===== src/rtl/core/qrs_pkg.sv =====
// Package for the quadratic root solver: word types, root kinds, widths
// of the square root and divider chains, and the Q16.16 clip function.
// No dependencies.
package qrs_pkg;

  localparam int COEF_WIDTH = 16;            // signed Q8.8 coefficient
  localparam int FRAC       = 16;            // fraction bits of the roots
  localparam int OUT_WIDTH  = 32;            // signed Q16.16 root field

  // Discriminant D = B*B - 4*A*C and its magnitude
  localparam int PROD_WIDTH = 2 * COEF_WIDTH;
  localparam int DISC_WIDTH = 2 * COEF_WIDTH + 2;
  localparam int MAG_WIDTH  = 2 * COEF_WIDTH + 1;

  // floor(sqrt(|D| * 2^32)): one cell per root bit, two radicand bits per cell
  localparam int ROOT_WIDTH = (MAG_WIDTH + 2 * FRAC + 1) / 2;
  localparam int RAD_WIDTH  = 2 * ROOT_WIDTH;
  localparam int REM_WIDTH  = ROOT_WIDTH + 2;
  localparam int RAD_PAD    = RAD_WIDTH - MAG_WIDTH - 2 * FRAC;

  // -B*2^16 (or -C*2^16) and the divisor 2A (or B)
  localparam int NB_WIDTH   = COEF_WIDTH + FRAC + 1;
  localparam int DEN_WIDTH  = COEF_WIDTH + 2;

  // Divider: one cell per quotient bit
  localparam int NUM_WIDTH  = 2 * COEF_WIDTH + 2;   // numerator magnitude
  localparam int NUMS_WIDTH = NUM_WIDTH + 1;        // signed numerator
  localparam int DVS_WIDTH  = COEF_WIDTH + 1;       // divisor magnitude
  localparam int DREM_WIDTH = DVS_WIDTH + 1;

  localparam logic signed [NUMS_WIDTH-1:0] Q_MAX =
    {{(NUMS_WIDTH-OUT_WIDTH){1'b0}}, 1'b0, {(OUT_WIDTH-1){1'b1}}};
  localparam logic signed [NUMS_WIDTH-1:0] Q_MIN =
    {{(NUMS_WIDTH-OUT_WIDTH){1'b1}}, 1'b1, {(OUT_WIDTH-1){1'b0}}};

  typedef enum logic [2:0] {
    KIND_NONE     = 3'd0,
    KIND_LINEAR   = 3'd1,
    KIND_DOUBLE   = 3'd2,
    KIND_TWO_REAL = 3'd3,
    KIND_COMPLEX  = 3'd4
  } root_kind_t;

  typedef struct packed {
    logic signed [COEF_WIDTH-1:0] coef_a;
    logic signed [COEF_WIDTH-1:0] coef_b;
    logic signed [COEF_WIDTH-1:0] coef_c;
  } coef_t;

  typedef struct packed {
    root_kind_t                  root_kind;
    logic signed [OUT_WIDTH-1:0] first_real;
    logic signed [OUT_WIDTH-1:0] first_imag;
    logic signed [OUT_WIDTH-1:0] second_real;
    logic signed [OUT_WIDTH-1:0] second_imag;
    logic                        saturated;
  } root_t;

  typedef struct packed {
    logic [REM_WIDTH-1:0]  rem;
    logic [ROOT_WIDTH-1:0] root;
    logic [RAD_WIDTH-1:0]  rad;
  } sqrt_state_t;

  typedef struct packed {
    logic [DREM_WIDTH-1:0] rem;
    logic [NUM_WIDTH-1:0]  quo;
    logic [NUM_WIDTH-1:0]  num;
    logic [DVS_WIDTH-1:0]  dvs;
  } div_state_t;

  typedef struct packed {
    logic                        sat;
    logic signed [OUT_WIDTH-1:0] val;
  } clip_t;

  // Clip a signed quotient to the Q16.16 range and flag the clip.
  function automatic clip_t clip_q(input logic signed [NUMS_WIDTH-1:0] v);
    clip_t r;
    r.sat = 1'b0;
    r.val = v[OUT_WIDTH-1:0];
    if (v > Q_MAX) begin
      r.sat = 1'b1;
      r.val = Q_MAX[OUT_WIDTH-1:0];
    end else if (v < Q_MIN) begin
      r.sat = 1'b1;
      r.val = Q_MIN[OUT_WIDTH-1:0];
    end
    return r;
  endfunction

endpackage


===== src/rtl/core/qrs_sqrt_cell.sv =====
// One cell of the square root chain: settles one root bit from two
// radicand bits. Depends on qrs_pkg.
module qrs_sqrt_cell (
  input  logic                 clk,
  input  logic                 adv,
  input  qrs_pkg::sqrt_state_t din,
  output qrs_pkg::sqrt_state_t dout
);
  import qrs_pkg::*;

  logic [REM_WIDTH-1:0] rem2;
  logic [REM_WIDTH-1:0] trial;
  logic                 ge;
  sqrt_state_t          cell_next;

  always_comb begin
    rem2            = {din.rem[REM_WIDTH-3:0], din.rad[RAD_WIDTH-1 -: 2]};
    trial           = {din.root, 2'b01};
    ge              = (rem2 >= trial);
    cell_next.rem   = ge ? (rem2 - trial) : rem2;
    cell_next.root  = {din.root[ROOT_WIDTH-2:0], ge};
    cell_next.rad   = {din.rad[RAD_WIDTH-3:0], 2'b00};
  end

  always_ff @(posedge clk) begin
    if (adv) dout <= cell_next;
  end

endmodule


===== config.mk =====
export PLATFORM = sky130hd
export DESIGN_NAME = qrs_sqrt_cell
export DESIGN_NICKNAME = d
export VERILOG_FILES = /design/src/rtl/core/qrs_pkg.sv /design/src/rtl/core/qrs_sqrt_cell.sv
export SDC_FILE = /design/constraint.sdc
export NUM_CORES = 1
export LEC_CHECK = 0
export BUFFER_PORTS_ARGS = -buffer_cell sky130_fd_sc_hd__buf_4
export CAP_MARGIN = 5
export CORE_ASPECT_RATIO = 2
export CORE_MARGIN = 2
export CORE_UTILIZATION = 49
export CTS_CLUSTER_SIZE = 40
export DETAILED_ROUTE_END_ITERATION = 8
export PLACE_DENSITY = 0.91
export SETUP_SLACK_MARGIN = 0.5
export SYNTH_ARGS = -nofsm -noshare
export SYNTH_HDL_FRONTEND = slang
export SYNTH_SLANG_ARGS = --single-unit

===== constraint.sdc =====
create_clock -name clk -period 4 [get_ports clk]
set_clock_uncertainty 0.2 [all_clocks]
set_input_delay 1.2 -clock clk [delete_from_list [all_inputs] [get_ports clk]]
set_output_delay 1.2 -clock clk [all_outputs]
set_load 0.005 [all_outputs]

==> metrics.csv <==
stage,metric,value,unit
run_status,status,completed,
floorplan,IO Pins,270,
worst_setup_path,Critical Path Fanout Max,4,
cells_and_area,biggest regs,dout (132),
worst_setup_path,Worst EP arrival,3.40,ns
clocking,CTS tree,built,
routing,DRT antenna net count,0,
global_routing,global-route wire length before repair,29000,µm
sta,max-slew violation count,0,
power_and_ir_drop,Pwr Density,433,nW/µm²
clocking,Root Buffer,clkbuf_16,
cells_and_area,most frequent cells in the layout,"305 x buf_4, 132 x edfxtp_1, 44 x a21oi_1, 42 x inv_1, 36 x nand2_1",
cells_and_area,Area Growth Syn to Fin,51.2,%
worst_setup_path,CP Launch Point,din[99],
sta,Final Critical Period,3.45,ns
clocking,Longest Clk Path Bufs,2,
place,# port buffers,265,
cells_and_area,post-layout net count,1012,
cells_and_area,"commonest non-fill, non-tap cell in the layout",buf_4,
power_and_ir_drop,Leak,4.30,nW
floorplan,Die Wd,85.3,µm
synthesis,count of flip-flops with a built-in enable after synthesis,132,
power_and_ir_drop,maximum vdd drop,0.370,mV
routing,DRC Markers,0,
floorplan,Die Height,167,µm
synthesis,Syn Std Cell Area,6480,µm²
floorplan,Std-Cell Rows,59,
global_routing,initial antenna violation count,0,
floorplan,core area,13000,µm²
synthesis,Avg Inst Size Synth,12.3,µm²
worst_setup_path,CP required,3.96,ns
floorplan,Initial Util,49.9,%
sta,setup violators final,0,
sta,unrepaired setup endpoints after global routing,true,
clocking,CTS buffer count,17,
synthesis,largest family of logic cells by synthesized area,compound AO/OA/AOI/OAI gates,
routing,DRT Pass-1 Iters,5,
sta,worst hold margin,0.759,ns
cells_and_area,max reg flops,132,
routing,total length of routed wires,19600,µm
synthesis,post-synthesis adder-cell area fraction,6.76,%
routing,Routed WL per cell,19.5,µm
worst_setup_path,Worst setup EP type,register,
worst_setup_path,WS Path Type,in2reg,
sta,final hold vios,0,
sta,Max Clk Rate,290,MHz
place,HPWL Detailed,14400,µm
synthesis,mux share of post-synthesis cell area,0.174,%
run,max cap viols,0,
synthesis,post-synthesis async set-or-reset flop share,0,%
synthesis,Synth Flop Type,edfxtp_1,
clocking,H-tree depth,4,
worst_setup_path,Startpoint Class,primary input,
cells_and_area,Reg with most FFs,dout,
global_routing,vias in the first global route,5639,
global_routing,GRT Util Overall,26.8,%
synthesis,"Distinct cells, synth",57,
cells_and_area,share of cells above drive strength 1,45.5,%
routing,Vias/cell,5.54,
floorplan,die area,14200,µm²
sta,Setup TNS,0,ns
sta,"Period Utilization, post-route",86.2,%
synthesis,register area share after synthesis,61.1,%
synthesis,post-synthesis cell count,527,
place,Routability Congestion,0.894,
routing,detailed-route via count,5570,
synthesis,simple logic cell fraction of the synthesized area,9.50,%
routing,First DRT Iteration DRCs,422,
cells_and_area,Antenna diodes,0,
global_routing,largest net degree at the start of global routing,56,
clocking,Worst-path clk slew,0.06,ns
synthesis,xor/xnor share of the synthesized area,3.65,%
synthesis,post-synthesis register bit count,132,
worst_hold_path,hold wc startpoint,din[61],
synthesis,compound-gate portion of the synthesized area,14.6,%
worst_hold_path,Hold Path Class,in2reg,
clocking,CTS sink cnt,132,
synthesis,yosys warns,0,
global_routing,total gr overflow,0,
Yosys cell counts (4+ instances only):
cell type  number  share of area, %
o21ai_0        23               1.8
nor2_1         33               1.9
edfxtp_1      132                61
o21a_1          7              0.81
nand4_1         9              0.87
a21oi_1        54               4.2
o31ai_1         4              0.46
a21o_1         16               1.9
nor3_1          9              0.69
nand3_1        10              0.77
nand2b_1        4              0.39
a31oi_1         4              0.39
nand2_1        36               2.1
buf_2           7              0.54
ha_1           35               6.8
inv_1          44               2.5
xor2_1         10               1.4
o211ai_1        4              0.46
a21boi_0        5              0.58
o21bai_1        6              0.69
buf_4           4              0.46
and3_1          4              0.39
xnor2_1        17               2.3
critical path, cell delays in order:
cell,delay [ns]
buf_4,0.13
ha_4,0.27
buf_6,0.12
nand2b_4,0.05
a21o_1,0.21
a211o_1,0.37
a2111oi_4,0.34
o31a_1,0.29
a21boi_0,0.14
xnor2_1,0.16
o21ai_0,0.11
final cells by class:
class | instances | area, µm²
inverter | 44 | 165
tap | 152 | 190
sequential | 132 | 3960
fill | 812 | 3190
clock inverter | 14 | 178
clock buffer | 17 | 425
multi-input combinational | 336 | 2510
timing repair buffer | 310 | 2360
power by group:
group          switching (mW)  total, mW  internal, mW
Sequential             0.0408       1.72          1.68
Combinational           0.434      0.917         0.483
Clock                   0.618       1.60         0.987
per-layer routing:
metal	track usage, %	part of all wire [%]	routed length (µm)
met2	53.7	59	11600
met3	5.60	6.3	1240
met1	24.9	31	6110
met5	0	0	0
met4	11.1	3.2	620
stage by stage:
stage	std cells	total power [mW]	util [%]	cell area (µm²)	worst slack (ns)
after floorplan	528	2.13	-	6600	0.487
after global placement	968	2.59	69.2	9000	0.0820
after detailed placement	968	2.61	69.2	9000	0.0399
after CTS	1000	4.22	74.0	9610	0.507
after global routing	1005	4.40	75.4	9800	0.457
final	1005	4.25	75.4	9800	0.552
path summary, 6_finish.rpt:
check | to | slack (ns) | cells past startpoint
worst min-delay path | dout[63]$_DFFE_PP_ | 0.76 | 1
worst max-delay path | dout[129]$_DFFE_PP_ | 0.55 | 11
repair_timing:
action                                  CTS  global route
endpoints found under the setup margin    3            27
pin swaps                                 2            21
setup buffers                             1             5
gates resized for setup                   2            33
endpoints found under the hold margin     0             0
hold buffers                              0             0
kinds of logic after synthesis:
logic type	after synthesis
AO/OA/AOI/OAI	146
XOR/XNOR	27
adder cells (fa/ha/maj)	35
buffers and inverters	60
flip-flops	132
multiplexers	1
other	1
AND/OR/NAND/NOR	125
Note: power is estimated with default switching activity, not from simulation.
