<file path="src/rtl/core/qrs_pkg.sv">
// Package for the quadratic root solver: word types, root kinds, widths
// of the square root and divider chains, and the Q16.16 clip function.
// No dependencies.
package qrs_pkg;

  localparam int COEF_WIDTH = 16;            // signed Q8.8 coefficient
  localparam int FRAC       = 16;            // fraction bits of the roots
  localparam int OUT_WIDTH  = 32;            // signed Q16.16 root field

  // Discriminant D = B*B - 4*A*C and its magnitude
  localparam int PROD_WIDTH = 2 * COEF_WIDTH;
  localparam int DISC_WIDTH = 2 * COEF_WIDTH + 2;
  localparam int MAG_WIDTH  = 2 * COEF_WIDTH + 1;

  // floor(sqrt(|D| * 2^32)): one cell per root bit, two radicand bits per cell
  localparam int ROOT_WIDTH = (MAG_WIDTH + 2 * FRAC + 1) / 2;
  localparam int RAD_WIDTH  = 2 * ROOT_WIDTH;
  localparam int REM_WIDTH  = ROOT_WIDTH + 2;
  localparam int RAD_PAD    = RAD_WIDTH - MAG_WIDTH - 2 * FRAC;

  // -B*2^16 (or -C*2^16) and the divisor 2A (or B)
  localparam int NB_WIDTH   = COEF_WIDTH + FRAC + 1;
  localparam int DEN_WIDTH  = COEF_WIDTH + 2;

  // Divider: one cell per quotient bit
  localparam int NUM_WIDTH  = 2 * COEF_WIDTH + 2;   // numerator magnitude
  localparam int NUMS_WIDTH = NUM_WIDTH + 1;        // signed numerator
  localparam int DVS_WIDTH  = COEF_WIDTH + 1;       // divisor magnitude
  localparam int DREM_WIDTH = DVS_WIDTH + 1;

  localparam logic signed [NUMS_WIDTH-1:0] Q_MAX =
    {{(NUMS_WIDTH-OUT_WIDTH){1'b0}}, 1'b0, {(OUT_WIDTH-1){1'b1}}};
  localparam logic signed [NUMS_WIDTH-1:0] Q_MIN =
    {{(NUMS_WIDTH-OUT_WIDTH){1'b1}}, 1'b1, {(OUT_WIDTH-1){1'b0}}};

  typedef enum logic [2:0] {
    KIND_NONE     = 3'd0,
    KIND_LINEAR   = 3'd1,
    KIND_DOUBLE   = 3'd2,
    KIND_TWO_REAL = 3'd3,
    KIND_COMPLEX  = 3'd4
  } root_kind_t;

  typedef struct packed {
    logic signed [COEF_WIDTH-1:0] coef_a;
    logic signed [COEF_WIDTH-1:0] coef_b;
    logic signed [COEF_WIDTH-1:0] coef_c;
  } coef_t;

  typedef struct packed {
    root_kind_t                  root_kind;
    logic signed [OUT_WIDTH-1:0] first_real;
    logic signed [OUT_WIDTH-1:0] first_imag;
    logic signed [OUT_WIDTH-1:0] second_real;
    logic signed [OUT_WIDTH-1:0] second_imag;
    logic                        saturated;
  } root_t;

  typedef struct packed {
    logic [REM_WIDTH-1:0]  rem;
    logic [ROOT_WIDTH-1:0] root;
    logic [RAD_WIDTH-1:0]  rad;
  } sqrt_state_t;

  typedef struct packed {
    logic [DREM_WIDTH-1:0] rem;
    logic [NUM_WIDTH-1:0]  quo;
    logic [NUM_WIDTH-1:0]  num;
    logic [DVS_WIDTH-1:0]  dvs;
  } div_state_t;

  typedef struct packed {
    logic                        sat;
    logic signed [OUT_WIDTH-1:0] val;
  } clip_t;

  // Clip a signed quotient to the Q16.16 range and flag the clip.
  function automatic clip_t clip_q(input logic signed [NUMS_WIDTH-1:0] v);
    clip_t r;
    r.sat = 1'b0;
    r.val = v[OUT_WIDTH-1:0];
    if (v > Q_MAX) begin
      r.sat = 1'b1;
      r.val = Q_MAX[OUT_WIDTH-1:0];
    end else if (v < Q_MIN) begin
      r.sat = 1'b1;
      r.val = Q_MIN[OUT_WIDTH-1:0];
    end
    return r;
  endfunction

endpackage

</file>
<file path="src/rtl/core/qrs_div_cell.sv">
// One cell of the divider chain: settles one quotient bit by restoring
// subtraction. Depends on qrs_pkg.
module qrs_div_cell (
  input  logic                clk,
  input  logic                adv,
  input  qrs_pkg::div_state_t din,
  output qrs_pkg::div_state_t dout
);
  import qrs_pkg::*;

  logic [DREM_WIDTH-1:0] rem2;
  logic [DREM_WIDTH-1:0] dvs_x;
  logic                  ge;
  div_state_t            cell_next;

  always_comb begin
    rem2          = {din.rem[DREM_WIDTH-2:0], din.num[NUM_WIDTH-1]};
    dvs_x         = {1'b0, din.dvs};
    ge            = (rem2 >= dvs_x);
    cell_next.rem = ge ? (rem2 - dvs_x) : rem2;
    cell_next.quo = {din.quo[NUM_WIDTH-2:0], ge};
    cell_next.num = {din.num[NUM_WIDTH-2:0], 1'b0};
    cell_next.dvs = din.dvs;
  end

  always_ff @(posedge clk) begin
    if (adv) dout <= cell_next;
  end

endmodule

</file>
<file path="config.mk">
export PLATFORM = sky130hd
export DESIGN_NAME = qrs_div_cell
export DESIGN_NICKNAME = d
export VERILOG_FILES = /design/src/rtl/core/qrs_pkg.sv /design/src/rtl/core/qrs_div_cell.sv
export SDC_FILE = /design/constraint.sdc
export NUM_CORES = 1
export LEC_CHECK = 0
export BUFFER_PORTS_ARGS = -buffer_cell sky130_fd_sc_hd__buf_2
export CORE_MARGIN = 1.5
export CORE_UTILIZATION = 42
export CTS_CLUSTER_SIZE = 10
export DETAILED_ROUTE_END_ITERATION = 8
export GPL_ROUTABILITY_DRIVEN = 1
export PLACE_DENSITY = 0.77
export SETUP_SLACK_MARGIN = 0.05
export SKIP_CTS_REPAIR_TIMING = 1
export SYNTH_ARGS = -nofsm -noshare
export SYNTH_HDL_FRONTEND = slang
export SYNTH_SLANG_ARGS = --single-unit
</file>
<file path="constraint.sdc">
create_clock -name clk -period 2.4 [get_ports clk]
set_clock_uncertainty 0.05 [all_clocks]
set_input_delay 0.36 -clock clk [delete_from_list [all_inputs] [get_ports clk]]
set_output_delay 0.36 -clock clk [all_outputs]
set_load 0.01 [all_outputs]
</file>
==> results of run 1 <==
## kinds of logic after synthesis
logic type,after synthesis,synth area share [%]
flip-flops,102,71.9
adder cells (fa/ha/maj),18,5.46
other,1,0.0880
multiplexers,4,1.23
AND/OR/NAND/NOR,53,5.73
buffers and inverters,34,3.67
XOR/XNOR,13,2.67
AO/OA/AOI/OAI,61,9.25
## report_power, final
part           internal, uW  total, uW  switching (uW)
clock                   597       1190             591
sequential             2160       2200            40.9
combinational           428        895             467
## cell usage after synthesis, types with 3 or more instances
master / instances
edfxtp_1: 102
a21oi_1: 30
inv_1: 25
nor2_1: 21
ha_1: 17
nand2_1: 12
xnor2_1: 10
o21ai_0: 7
nand3_1: 6
buf_2: 5
a21o_1: 3
a41oi_1: 3
nor2b_1: 3
nor3_1: 3
xor2_1: 3
## through the flow
stage / setup slack (ns) / utilization, % / hold slack, ns / TNS (ns)
floorplan: -0.112 / - / 0.409 / -0.236
global placement: -0.292 / 59.2 / 0.487 / -4.15
detailed placement: -0.334 / 59.2 / 0.488 / -4.98
CTS: 0.0542 / 61.4 / 0.101 / 0
global route: 0.0461 / 61.7 / 0.0943 / 0
finish: 0.108 / 61.7 / 0.120 / 0
## worst paths after layout
kind | start | endpoint | slack [ns] | cells after the start
setup / recovery | din[50] | dout[101] | 0.11 | 11
hold / removal | din[79] | dout[80] | 0.12 | 1
## layer usage
layer	wire (um)	share of wire, %	up-vias	track usage (%)
met5	16	0.15	-	0
met1	4210	39	1552	23.7
met2	5790	53	118	37.0
met4	235	2.2	2	8.53
li1	-	-	1583	-
met3	671	6.1	18	5.10
## final cells by class
cell class / instances / area, um2
fillers: 826 / 3760
flip-flops and latches: 102 / 3060
repair buffers: 256 / 1430
multi-input cells: 150 / 1070
well taps: 133 / 166
clock buffers: 10 / 128
inverters: 25 / 106
clock inverters: 6 / 92.6
diodes: 1 / 2.50
==> metrics.yaml, run 1 <==
synth_cell_types: 43
final_area_um2: 6060
layout-drive-gt1-share_pct: 52.5
power_leakage_uw: 0.00271
ys_seq_area_share_pct: 71.9
wl_per_cell_um: 16.0
grt_pass1_wl_um: 17000
antenna_found_initial: 1
syn-cell-area_um2: 4260
die_h_um: 104
synthArstFlopShare_pct: 0
core-area_um2: 9820
tritoncts: "built"
required_ns: 2.47
rows: 36
routed_via_density: 4.79
largest_register_ffs: 102
status: "completed"
fin_crit_sh_pct: 95.5
mostFrequentLayoutCell: "buf_2"
grt_start_max_net_pins: 56
route.vias.total: 3273
synthFlopType: "edfxtp_1"
setup_viol: 0
die_w_um: 104
cp_data_arrival_time_ns: 2.36
first_iter_violations: 137
cp_top_family: "compound AO/OA/AOI/OAI gates"
placed_area_um2: 5810
slowest_delay_ns: 0.36
slew_viol_final: 0
ys_warn_count: 0
top_regs: "dout (102)"
crit_path_end_kind: "flop"
route.detailed.drc: 0
clock-sinks: 102
hold_viol_final: 0
syn-num-nets: 409
synth_top_area_share_pct: 71.9
synth_cells: 286
critPathMaxFanout: 4
criticalPathCategory: "in2reg"
drv_cap: 0
grt_pass1_vias: 3254
io_pins: 208
gp_congestion: 0.830
clock.fmax_mhz: 436
clock-root-buffer: "clkbuf_8"
floorplan.die_area_um2: 10800
wl_um: 10900
syn_to_final_growth_pct: 42.2
syn_avg_cell_area_um2: 14.9
synth_edf_count: 102
grt_overflow_total: 0
cp_cell_sequence: "buf_2 > inv_12 > ha_4 > inv_2 > fa_2 > a21o_1 > a221o_1 > o21ai_4 > a21oi_4 > buf_4 > mux2_4"
clk_pin_slew_ns: 0.10
rsz0062_at_grt: "false"
mostFrequentLayoutCells: "buf_2 (203), edfxtp_1 (102), buf_4 (50), a21oi_1 (30), inv_1 (23)"
power_density_nw_per_um2: 707
yosysTopAreaCell: "edfxtp_1"
grt_util_all_layers_pct: 20.7
ys_ff_latch: 102
crit_path_start_kind: "primary input"
finalCriticalPeriod_ns: 2.29
cp_slowest_cell: "a221o_1"
stdcell_count: 683
port_buffers: 204
hold_path_class: "in2reg"
synthTopCellsByArea: "edfxtp_1 (72%), ha_1 (5.0%), a21oi_1 (3.5%), inv_1 (2.2%), xnor2_1 (2.1%)"
dp_cells: 665
cts_htree_levels: 3
hpwlAfterDp_um: 8690
total_power_uw: 4290
finalNetCount: 667
clock_path_buffers: 2
drt_pre_antenna_iters: 4
antenna_left: 0
cp_num_buf_inv: 4
initial_core_util_pct: 43.4
numCtsBuffers: 9
irDropWorstVdd_v: 0.000290
top_register: "dout"
(Power assumes the default switching activity.)
==> run 2, diff against run 1 <==
--- a/config.mk
+++ b/config.mk
@@ -7,11 +7,11 @@
 export LEC_CHECK = 0
 export BUFFER_PORTS_ARGS = -buffer_cell sky130_fd_sc_hd__buf_2
 export CORE_MARGIN = 1.5
-export CORE_UTILIZATION = 42
+export CORE_UTILIZATION = 50
 export CTS_CLUSTER_SIZE = 10
 export DETAILED_ROUTE_END_ITERATION = 8
 export GPL_ROUTABILITY_DRIVEN = 1
-export PLACE_DENSITY = 0.77
+export PLACE_DENSITY = 0.86
 export SETUP_SLACK_MARGIN = 0.05
 export SKIP_CTS_REPAIR_TIMING = 1
 export SYNTH_ARGS = -nofsm -noshare
==> constraint.sdc (replaced) <==
create_clock -name clk -period 2.75 [get_ports clk]
set_clock_uncertainty 0.05 [all_clocks]
set_input_delay 0.4125 -clock clk [delete_from_list [all_inputs] [get_ports clk]]
set_output_delay 0.4125 -clock clk [all_outputs]
set_load 0.01 [all_outputs]
==> metrics.yaml, run 2 (synthesis results as in run 1) <==
grt_pass1_vias: 3048  # -6.3%
top_register: "dout"
fill_cells: 587  # -29%
largest_register_ffs: 102  # unchanged
top_regs: "dout (102)"
clock-root-buffer: "clkbuf_8"
clock.fmax_mhz: 405
hpwlAfterDp_um: 8550  # -1.6%
route.detailed.drc: 0  # unchanged
drt_pre_antenna_iters: 5  # +1
die_h_um: 95.3  # -8.1%
cts_htree_levels: 3  # unchanged
layout-drive-gt1-share_pct: 47.7  # -4.8 points
dp_cells: 601  # -9.6%
finalNetCount: 630  # -5.5%
port_buffers: 204  # unchanged
clk_pin_slew_ns: 0.11  # about the same
route.vias.total: 3162  # -3.4%
slowest_delay_ns: 0.40  # +0.04 ns
grt_pass1_wl_um: 15400  # -9.6%
criticalPathCategory: "in2reg"
power_leakage_uw: 0.00253  # -6.6%
status: "completed"
antenna_found_initial: 0  # -1
initial_core_util_pct: 51.9  # +8.5 points
cp_cell_sequence: "buf_2 > inv_1 > ha_1 > inv_1 > fa_1 > a21o_1 > a221o_1 > a21oi_1 > buf_4 > nor3_1 > a211oi_1 > mux2_4"
dp_slack_ns: -0.0641  # +0.270 ns
numCtsBuffers: 9  # unchanged
gp_congestion: 0.942  # +14%
wl_um: 10800  # -1.4%
hold_viol_final: 0  # unchanged
core-area_um2: 8220  # -16%
power_density_nw_per_um2: 635  # -10%
drv_cap: 0  # unchanged
cp_slowest_cell: "fa_1"
clock-sinks: 102  # unchanged
mostFrequentLayoutCell: "buf_2"
hold_path_class: "in2reg"
cp_common_cell: "inv_1"
antenna_left: 0  # unchanged
grt_util_all_layers_pct: 23.2  # +2.5 points
crit_path_start_kind: "primary input"
die_w_um: 95.3  # -8.1%
tritoncts: "built"
grt_overflow_total: 0  # unchanged
floorplan.die_area_um2: 9080  # -16%
diodes: 0  # -1
crit_path_end_kind: "flop"
required_ns: 2.94  # +0.47 ns
final_util_pct: 69.4  # +7.7 points
rows: 33  # -8.3%
irDropWorstVdd_v: 0.000275  # -5.2%
rsz0062_at_grt: "false"
wl_per_cell_um: 17.5  # +9.2%
io_pins: 208  # unchanged
clock_path_buffers: 2  # unchanged
first_iter_violations: 106  # -23%
critPathMaxFanout: 3  # -1
finalCriticalPeriod_ns: 2.47
stdcell_count: 617  # -9.7%
syn_to_final_growth_pct: 33.9
finalSetupTns_ns: 0  # unchanged
fin_crit_sh_pct: 89.7
cp_data_arrival_time_ns: 2.65  # +0.29 ns
mostFrequentLayoutCells: "buf_2 (203), edfxtp_1 (102), a21oi_1 (30), inv_1 (25), nor2_1 (21)"
setup_ws_ns: 0.283  # +0.175 ns
slew_viol_final: 0  # unchanged
grt_start_max_net_pins: 67  # +20%
setup_viol: 0  # unchanged
routed_via_density: 5.12  # +6.9%
## run 2: cell types whose count changed in the layout (fill, tap and decap cells not counted), moves of 2 or more
| cell | change |
|---|---|
| buf_6 | -2 |
| nor2_1 | +4 |
| clkinv_4 | +2 |
| buf_4 | -36 |
| nor2_2 | -4 |
| inv_1 | +2 |
## run 2: final timing paths
kind / start / to / slack [ns] / cells after the start
worst max-delay path: din[50] / dout[101] / 0.28 / 12
worst min-delay path: din[63] / dout[64] / 0.17 / 1
## run 2: area by class of cell
cell class / instances / area (um2) / area share [%]
Inverter: 25 / 93.8 / 1.64
Sequential cell: 102 / 3060 / 53.7
Clock inverter: 7 / 91.3 / 1.60
Multi-Input combinational cell: 150 / 1040 / 18.2
Timing Repair Buffer: 219 / 1160 / 20.4
Clock buffer: 9 / 124 / 2.17
Tap cell: 105 / 131 / 2.30
## run 2: power by group
part / switching, uW / total [uW] / leakage [uW] / internal, uW
clock network: 551 / 992 / 0.000105 / 441
registers: 35.0 / 1920 / 0.000999 / 1890
logic: 391 / 708 / 0.00143 / 317
## run 2: stage by stage
| step | hold WS (ns) | total power, uW | cell area (um2) |
|---|---|---|---|
| global route | 0.152 | 3770 | 5710 |
| finish | 0.169 | 3620 | 5710 |
| detailed placement | 0.541 | 2670 | 5490 |
| global placement | 0.539 | 2640 | 5490 |
| floorplan | 0.461 | 2320 | 4260 |
| CTS | 0.157 | 3640 | 5710 |
## run 2: critical path, delay by kind of cell
| kind | cells | cell delay [ns] |
|---|---|---|
| AOI/OAI and AO/OA | 4 | 1.07 |
| adders and majority gates | 2 | 0.55 |
| buffers and inverters | 4 | 0.37 |
| muxes | 1 | 0.20 |
| and+or+nand+nor | 1 | 0.05 |
## run 2: layer usage
layer | GRT usage (%) | wire, um | part of all wire, % | up-vias
met3 | 6.86 | 1090 | 10 | 18
met5 | 0 | 0 | 0 | -
li1 | - | - | - | 1506
met4 | 6.97 | 169 | 1.6 | 0
met1 | 25.8 | 3790 | 35 | 1479
met2 | 42.4 | 5720 | 53 | 159
==> run 3, diff against run 2 <==
--- a/config.mk
+++ b/config.mk
@@ -7,11 +7,11 @@
 export LEC_CHECK = 0
 export BUFFER_PORTS_ARGS = -buffer_cell sky130_fd_sc_hd__buf_2
 export CORE_MARGIN = 1.5
-export CORE_UTILIZATION = 50
+export CORE_UTILIZATION = 46
 export CTS_CLUSTER_SIZE = 10
 export DETAILED_ROUTE_END_ITERATION = 8
 export GPL_ROUTABILITY_DRIVEN = 1
-export PLACE_DENSITY = 0.86
+export PLACE_DENSITY = 0.8
 export SETUP_SLACK_MARGIN = 0.05
 export SKIP_CTS_REPAIR_TIMING = 1
 export SYNTH_ARGS = -nofsm -noshare
==> constraint.sdc (replaced) <==
create_clock -name clk -period 2.7 [get_ports clk]
set_clock_uncertainty 0.05 [all_clocks]
set_input_delay 0.405 -clock clk [delete_from_list [all_inputs] [get_ports clk]]
set_output_delay 0.405 -clock clk [all_outputs]
set_load 0.01 [all_outputs]
==> metrics.yaml, run 3 (synthesis results as in run 1) <==
rows: 34  # +3.0%
power_frac_clock_pct: 24.8  # -2.6 points
hold_path_class: "in2reg"
io_pins: 208  # unchanged
switching_power_uw: 979  # +0.17%
clock-root-buffer: "clkbuf_8"
hpwlAfterDp_um: 8170  # -4.5%
status: "completed"
floorplan.die_area_um2: 9850  # +8.4%
mostFrequentLayoutCells: "buf_2 (203), edfxtp_1 (102), a21oi_1 (30), inv_1 (25), buf_4 (22)"
gp_congestion: 0.889  # -5.7%
critPathMaxFanout: 3  # unchanged
antenna_found_initial: 1  # +1
total_power_uw: 3600  # -0.67%
grt_start_max_net_pins: 67  # unchanged
drv_cap: 0  # unchanged
numCtsBuffers: 9  # unchanged
switching_share_pct: 27.2  # +0.23 points
mostFrequentLayoutCell: "buf_2"
hold_viol_final: 0  # unchanged
grt_pass1_vias: 3122  # +2.4%
fin_crit_sh_pct: 91.9
finalNetCount: 639  # +1.4%
irDropWorstVdd_v: 0.000249  # -9.5%
wl_um: 10500  # -2.6%
finalCriticalPeriod_ns: 2.48
cp_common_cell: "inv_1"
syn_to_final_growth_pct: 35.1
rsz0062_at_grt: "false"
die_w_um: 99.2  # +4.1%
cts_htree_levels: 3  # unchanged
first_iter_violations: 141  # +33%
grt_pass1_wl_um: 15500  # +0.86%
core-area_um2: 8850  # +7.7%
stdcell_count: 629  # +1.9%
grt_overflow_total: 0  # unchanged
crit_path_end_kind: "flop"
clock.fmax_mhz: 403
cp_cell_sequence: "buf_2 > inv_1 > ha_1 > inv_1 > fa_1 > a21o_1 > a221o_1 > a21oi_1 > buf_4 > nor3_1 > a211oi_1 > mux2_4"
tritoncts: "built"
top_regs: "dout (102)"
route.vias.total: 3167  # +0.16%
diodes: 0  # unchanged
cp_top_family: "compound AO/OA/AOI/OAI gates"
cp_data_arrival_time_ns: 2.67  # +0.02 ns
grt_util_all_layers_pct: 20.8  # -2.4 points
criticalPathCategory: "in2reg"
layout-drive-gt1-share_pct: 48.6  # +0.90 points
drt_pre_antenna_iters: 4  # -1
clock-sinks: 102  # unchanged
port_buffers: 204  # unchanged
clk_pin_slew_ns: 0.10  # about the same
required_ns: 2.89  # -0.05 ns
p_int_uw: 2620  # -0.98%
p_comb_share_pct: 20.8  # +1.2 points
die_h_um: 99.2  # +4.1%
crit_path_start_kind: "primary input"
timing.hold.ws_ns: 0.166  # -0.00333 ns
wl_per_cell_um: 16.7  # -4.4%
antenna_left: 0  # unchanged
clock_path_buffers: 2  # unchanged
setup_viol: 0  # unchanged
cp_num_buf_inv: 4  # unchanged
cp_slowest_cell: "fa_1"
fill_cells: 683  # +16%
largest_register_ffs: 102  # unchanged
slowest_delay_ns: 0.40  # about the same
final_area_um2: 5760  # +0.90%
routed_via_density: 5.03  # -1.8%
power_density_nw_per_um2: 625  # -1.6%
route.detailed.drc: 0  # unchanged
top_register: "dout"
placed_area_um2: 5570  # +1.5%
initial_core_util_pct: 48.1  # -3.7 points
power_leakage_uw: 0.00257  # +1.6%
power_frac_seq_pct: 54.4  # +1.4 points
dp_cells: 613  # +2.0%
slew_viol_final: 0  # unchanged
==> run 3: cell count changes in the layout (fill, tap and decap cells not counted), sizes merged <==
cell,delta
buf,+9
clkinv,+2
bufinv,-1
clkinvlp,-1
==> run 3: through the flow <==
stage / setup TNS, ns / utilization (%) / worst slack, ns
global route: 0 / 65.1 / 0.0696
floorplan: 0 / - / 0.101
global placement: -0.435 / 63.0 / -0.0656
CTS: 0 / 65.1 / 0.246
detailed placement: -0.859 / 63.0 / -0.144
finish: 0 / 65.1 / 0.220
==> run 3: power groups by stage <==
stage | combinational (uW) | clock [uW] | sequential, uW
floorplan | 282 | 0 | 2080
global placement | 730 | 0 | 1990
detailed placement | 749 | 0 | 1990
CTS | 752 | 911 | 1960
global route | 810 | 963 | 1970
finish | 749 | 891 | 1960
==> run 3: final timing paths <==
path                     from        end  slack, ns  depth (start not counted)
worst max-delay path  din[50]  dout[101]       0.22                         12
worst min-delay path  din[75]   dout[76]       0.17                          1
==> run 3: layer usage <==
| layer | vias up | wire length, um | global-route usage, % |
|---|---|---|---|
| li1 | 1521 | - | - |
| met1 | 1484 | 3920 | 23.5 |
| met2 | 144 | 5480 | 37.2 |
| met3 | 16 | 845 | 6.18 |
| met4 | 2 | 231 | 7.69 |
| met5 | - | 13 | 0 |
==> run 3: cell type report <==
cell class / instances / area, um2 / share of cell area, %
sequential: 102 / 3060 / 53.2
tap: 108 / 135 / 2.35
clock inverter: 7 / 58.8 / 1.02
clock buffer: 9 / 124 / 2.15
multi-input combinational: 150 / 1040 / 18.1
timing repair buffer: 228 / 1240 / 21.6
inverter: 25 / 93.8 / 1.63
